`config.mk`:
```
export PLATFORM = sky130hd
export DESIGN_NAME = kmcd_useq
export DESIGN_NICKNAME = d
export VERILOG_FILES = /design/src/hdl/kmcd_pkg.sv /design/src/hdl/kmcd_useq.sv
export SDC_FILE = /design/constraint.sdc
export NUM_CORES = 1
export LEC_CHECK = 0
export BUFFER_PORTS_ARGS = -buffer_cell sky130_fd_sc_hd__buf_2
export CAP_MARGIN = 10
export CORE_AREA = 8 8 45 47
export CTS_CLUSTER_SIZE = 14
export DETAILED_ROUTE_END_ITERATION = 10
export DIE_AREA = 0 0 53 55
export GPL_TIMING_DRIVEN = 0
export PLACE_DENSITY_LB_ADDON = 0.1
export SYNTH_ARGS = -nofsm -noshare
export SYNTH_HDL_FRONTEND = slang
export SYNTH_SLANG_ARGS = --single-unit
```
`constraint.sdc`:
```
create_clock -name clk_i -period 1.8 [get_ports clk_i]
set_clock_uncertainty 0.15 [all_clocks]
set_input_delay 0.45 -clock clk_i [delete_from_list [all_inputs] [get_ports clk_i]]
set_output_delay 0.45 -clock clk_i [all_outputs]
set_load 0.01 [all_outputs]
```
`src/hdl/kmcd_pkg.sv`:
```
package kmcd_pkg;

  // Matrix geometry and field widths
  localparam int MAX_COLUMNS = 16;
  localparam int COL_W       = 4;
  localparam int ROW_W       = 8;
  localparam int ROWIDX_W    = 3;
  localparam int ROWCNT_W    = 4;
  localparam int KIND_W      = 2;
  localparam int CODE_W      = ROWIDX_W + COL_W;
  localparam int PC_W        = 2;

  localparam logic [ROWCNT_W-1:0] ROWS_RESET = 4'd8;
  localparam logic [ROWCNT_W-1:0] ROWS_MAX   = 4'd8;
  localparam logic [ROW_W-1:0]    ALL_HIGH   = 8'hFF;

  // Result kinds
  localparam logic [KIND_W-1:0] KIND_EVENT = 2'd0;
  localparam logic [KIND_W-1:0] KIND_REARM = 2'd1;
  localparam logic [KIND_W-1:0] KIND_POLL  = 2'd2;

  // Program addresses
  localparam logic [PC_W-1:0] PC_WAIT   = 2'd0;
  localparam logic [PC_W-1:0] PC_ROW    = 2'd1;
  localparam logic [PC_W-1:0] PC_COMMIT = 2'd2;
  localparam logic [PC_W-1:0] PC_END    = 2'd3;

  // Jump conditions: jump to target when true, else fall through
  typedef enum logic [1:0] {
    COND_ALWAYS,
    COND_NO_ACCEPT,
    COND_ROW_MORE,
    COND_NOT_LAST
  } cond_e;

  typedef struct packed {
    logic            take_in;
    logic            scan_row;
    logic            commit;
    logic            emit_end;
    cond_e           cond;
    logic [PC_W-1:0] target;
  } ucode_t;

  typedef struct packed {
    logic accepted;
    logic row_more;
    logic last_col;
    logic stall;
  } dp_status_t;

  // Control store
  function automatic ucode_t ucode_rom(input logic [PC_W-1:0] pc);
    ucode_t w;
    w = '{take_in: 1'b0, scan_row: 1'b0, commit: 1'b0, emit_end: 1'b0,
          cond: COND_ALWAYS, target: PC_WAIT};
    unique case (pc)
      PC_WAIT: begin
        w.take_in = 1'b1;
        w.cond    = COND_NO_ACCEPT;
        w.target  = PC_WAIT;
      end
      PC_ROW: begin
        w.scan_row = 1'b1;
        w.cond     = COND_ROW_MORE;
        w.target   = PC_ROW;
      end
      PC_COMMIT: begin
        w.commit = 1'b1;
        w.cond   = COND_NOT_LAST;
        w.target = PC_WAIT;
      end
      PC_END: begin
        w.emit_end = 1'b1;
        w.cond     = COND_ALWAYS;
        w.target   = PC_WAIT;
      end
      default: ;
    endcase
    return w;
  endfunction

endpackage

```
`src/hdl/kmcd_useq.sv`:
```
module kmcd_useq
  import kmcd_pkg::*;
(
  input  logic       clk_i,
  input  logic       rst_ni,
  input  dp_status_t status_i,
  output ucode_t     uword_o
);

  logic [PC_W-1:0] pc_q, pc_d;
  ucode_t          uw;
  logic            take_jump;

  assign uw      = ucode_rom(pc_q);
  assign uword_o = uw;

  // Branch condition select
  always_comb begin
    unique case (uw.cond)
      COND_ALWAYS:    take_jump = 1'b1;
      COND_NO_ACCEPT: take_jump = !status_i.accepted;
      COND_ROW_MORE:  take_jump = status_i.row_more;
      COND_NOT_LAST:  take_jump = !status_i.last_col;
      default:        take_jump = 1'b1;
    endcase
  end

  // Next step: hold on output backpressure
  always_comb begin
    priority if (status_i.stall) begin
      pc_d = pc_q;
    end else if (take_jump) begin
      pc_d = uw.target;
    end else begin
      pc_d = pc_q + 1'b1;
    end
  end

  always_ff @(posedge clk_i or negedge rst_ni) begin
    if (!rst_ni) begin
      pc_q <= PC_WAIT;
    end else begin
      pc_q <= pc_d;
    end
  end

endmodule

```
## After elaboration in Yosys (flattened, before gate mapping)

Index checks and enable logic that the tools add are counted.
W data, S select, Z words.

- Reduce and logical (&&, ||, !) cells: 4
- Add/sub/neg operators: 1
- Equality and inequality tests: 6
- Muxes and demuxes: 7

Operators with widths:

| cell | number |
|---|---|
| $pmux W4 S4 | 1 |
| $eq A2 B2 Y1 const B | 4 |
| $eq A2 B1 Y1 const B | 2 |
| $logic_not A2 Y1 | 2 |
| $mux W1 | 4 |
| $pmux W1 S4 | 1 |
| $add A2 B1 Y2 const B | 1 |
| $logic_not A1 Y1 | 2 |
| $mux W2 | 1 |

- Bits of input ports: 6
- Output and inout bits: 8
- Register bits after elaboration: 2
- Word-level logic and storage cells: 19

## Longest topological paths before layout

- Depth in word-level cells: 5
- Gate-level depth with buffers: 6
- Depth with buffers taken out: 6

## Worst setup path after synthesis

OpenSTA, ideal clock, no wires.

- Path type: reg-to-reg
- Start point: register pc_q[0]
- End point: register pc_q[0]
- Setup time: 0.146 ns
- Period minus slack after synthesis: 1.670 ns
- Setup slack: 0.130 ns
- Path buffers: 0
- Stages on the path, launching flop included: 6
- Data required time: 1.504 ns
- Arrival: 1.374 ns
- Cell sequence: dfrtp_1 > inv_1 > ha_1 > nor2b_4 > a2111oi_4 > o311ai_0

- Cells in the longest elaborated chain, start to end: 5
- Elaborated cells between the ends (all ways): 12
- Classes of those cells: add/sub: 1; eq/ne: 6; mux: 3; reduce/logical: 2

Ends and longest elaborated chain:

| item | line | source |
|---|---|---|
| start, declared | kmcd_useq.sv:10 | `logic [PC_W-1:0] pc_q, pc_d;` |
| start signal, assigned | kmcd_useq.sv:43 | `pc_q <= pc_d;` |
| $eq A2 B2 Y1, or another cell as far along | kmcd_pkg.sv:57 | `unique case (pc)` |
| $pmux W4 S4 | kmcd_pkg.sv:57 |  |
| $eq A2 B2 Y1, or another cell as far along | kmcd_useq.sv:19 | `unique case (uw.cond)` |
| $pmux W1 S4 | kmcd_useq.sv:19 |  |
| $mux W2 (*) | kmcd_useq.sv:32 | `end else if (take_jump) begin` |

Mark *: on every way between the ends. The rest lies on a longest branch, timed or not. The select of a mux whose other input is x is not followed.
A chain may end at the register's enable or synchronous reset.

==> results.cfg <==
[status]
status = complete, but fails checks
violations = setup timing

[timing]
fin_hold_ws_ps = 309
post-route-min-period_ps = 1810
rsz0062_at_grt = yes
hold_viol_final = 0
slew_viol_final = 0
fmax_ghz = 0.553
fin_ws_ps = -6.74
setup_violations = 2
period_share_pct = 100

[final_layout]
regMostFlops = pc_q
largestRegisters = pc_q: 2 flops
area_growth_pct = 70.2
largest_reg_flops = 2
utilization_pct = 30.5
fin_nets = 59
antenna_cells = 0
instances_no_fill = 61
fill_cells = 157
layout-drive-gt1-share_pct = 71.1
final_area_um2 = 422

[clock_network]
cts_sinks = 2
clkTransAtPathRegs_ps = 30
clk_path_buf_depth = 2
h-tree-depth = 1
cts_tree = done
worstSkewPairLatency_ps = 230
clockRootBuffer = clkbuf_4
cts_buffers = 3

[logic_synthesis]
synth_area_per_cell_um2 = 9.91
synth_cells = 25
yosysWarnings = 0
synth.area.top_cells = ha_1 (30%), dfrtp_1 (20%), a2111oi_4 (11%)
synth_nets = 37
synth_edf_count = 0
synth_ff_type = dfrtp_1
yosysUniqueCellTypes = 14
ys_seq_area_share_pct = 20.2
synthArstFlopShare_pct = 100
yosysMostFrequentCell = ha_1
synth_top_area_share_pct = 30.3
ys_ff_latch = 2
synth_area_um2 = 248
synth.largest_area_cell = ha_1
synthTopCellsByCount = ha_1 (6), inv_1 (3), nand2_1 (3), buf_4 (2), dfrtp_1 (2)

[die]
floorplan.die.height_um = 55
core_um2 = 1380
row_count = 14
initial_core_util_pct = 17.9
dieArea_um2 = 2920
ios = 14
die_w_um = 53

[worst_setup_path]
cp_max_fo = 3
cp-end-kind = output pin
start_kind = flop
critPathArrivalTime_ps = 1210
slowest_stage = dfrtp_2
crit_chain = inv_2 -> ha_2 -> or2_4 -> buf_6
slowest_delay_ps = 370
critPathKind = flop to output pin
required_ps = 1200

[worst_hold_path]
hold_path_class = primary input to flop

[power_and_ir_drop]
cellPowerDensity_nw_per_um2 = 1700
p_clk_share_pct = 14.2
ir_drop_mv = 0.557
p_switching_uw = 287
swShare_pct = 40.1
total_power_uw = 716
p_seq_share_pct = 12.3
p_int_uw = 429
combPwrFrac_pct = 73.5
power_leakage_uw = 0.000217

[placed_design]
dp.cells = 53
hpwl_um = 472
place_area_um2 = 328
portBuffers = 12
gp_congestion = 0.585

[detailed_routing]
vias_per_cell = 3.80
drc = 0
drt_iter0_markers = 1
drtAntennaViolNets = 0
wire_per_inst_um = 11.0
drtPass1Iterations = 2
finalWirelength_um = 673
vias = 232

[grt]
grt-ovfl-total = 0
antenna_found_initial = 0
grt_pass1_vias = 243
grt_max_degree = 7
grt_pass1_wl_um = 1070
grt.total_usage_pct = 5.36

[job]
max-cap-violations = 0
-- layout make-up --
class,instances,area (um^2),share of cell area (%)
repair buffers,17,110,26.1
multi-input cells,18,191,45.4
clock buffers,3,22.5,5.34
well taps,16,20.0,4.75
plain buffers,2,15.0,3.56
flip-flops and latches,2,51.3,12.2
inverters,3,11.3,2.67
-- layer usage --
layer / wire length [um] / up-vias / GRT usage, %
met5: 0 / - / 0
met4: 16 / 0 / 6.47
met3: 75 / 2 / 1.87
met2: 360 / 9 / 9.38
met1: 220 / 103 / 4.26
li1: - / 118 / -
-- worst max-delay path, delay by kind of cell (launching register included) --
family | cells | cell delay (ps)
DFF | 1 | 370
and+or+nand+nor | 1 | 240
adders and majority gates | 1 | 190
buffers and inverters | 2 | 180
-- kinds of logic after synthesis --
group | after synthesis | share of synthesized area [%]
simple gates | 8 | 19.2
other cells | 1 | 1.51
compound gates | 3 | 18.2
buf+inv | 5 | 10.6
flops | 2 | 20.2
fa+ha+maj | 6 | 30.3
-- what timing repair did --
action | in CTS | in global routing
endpoints found under the setup margin | 4 | 4
buffers inserted | 3 | 1
hold endpoints to repair | 2 | 0
gates resized for setup | 10 | 1
hold buffers | 1 | 0
pin swaps | 1 | 2
-- path summary, 6_finish.rpt --
path,to,cells past startpoint,from,slack [ps]
max in group asynchronous,pc_q[0],2,rst_ni,1010
min,pc_q[1],2,status_i[0],310
max reg2reg,pc_q[0],6,pc_q[1],110
min in group asynchronous,pc_q[0],2,rst_ni,390
max,uword_o[2],4,pc_q[0],-7
min reg2reg,pc_q[0],3,pc_q[0],510
-- cell usage in the layout (no fill, tap or decap), types with 2 or more instances in the layout --
cell / count
buf_2: 11
buf_4: 5
nand2_1: 3
ha_1: 3
clkbuf_4: 3
inv_2: 2
ha_2: 2
buf_6: 2
-- metrics by stage --
step / setup slack (ps) / TNS (ps)
floorplan: 130 / 0
global placement: -12.9 / -20.3
detailed placement: -1.95 / -3.19
CTS: -25.0 / -46.2
global route: -58.7 / -117
finish: -6.74 / -13.4
-- power by group through the flow --
stage               sequential [uW]  combinational (uW)  clock (uW)
finish                         88.3                 526         102
global route                   92.4                 591         109
CTS                            88.0                 520         109
detailed placement             99.6                 381           0
global placement               99.8                 380           0
floorplan                      89.5                 272           0
No activity file was read; power rests on OpenSTA's default activity.
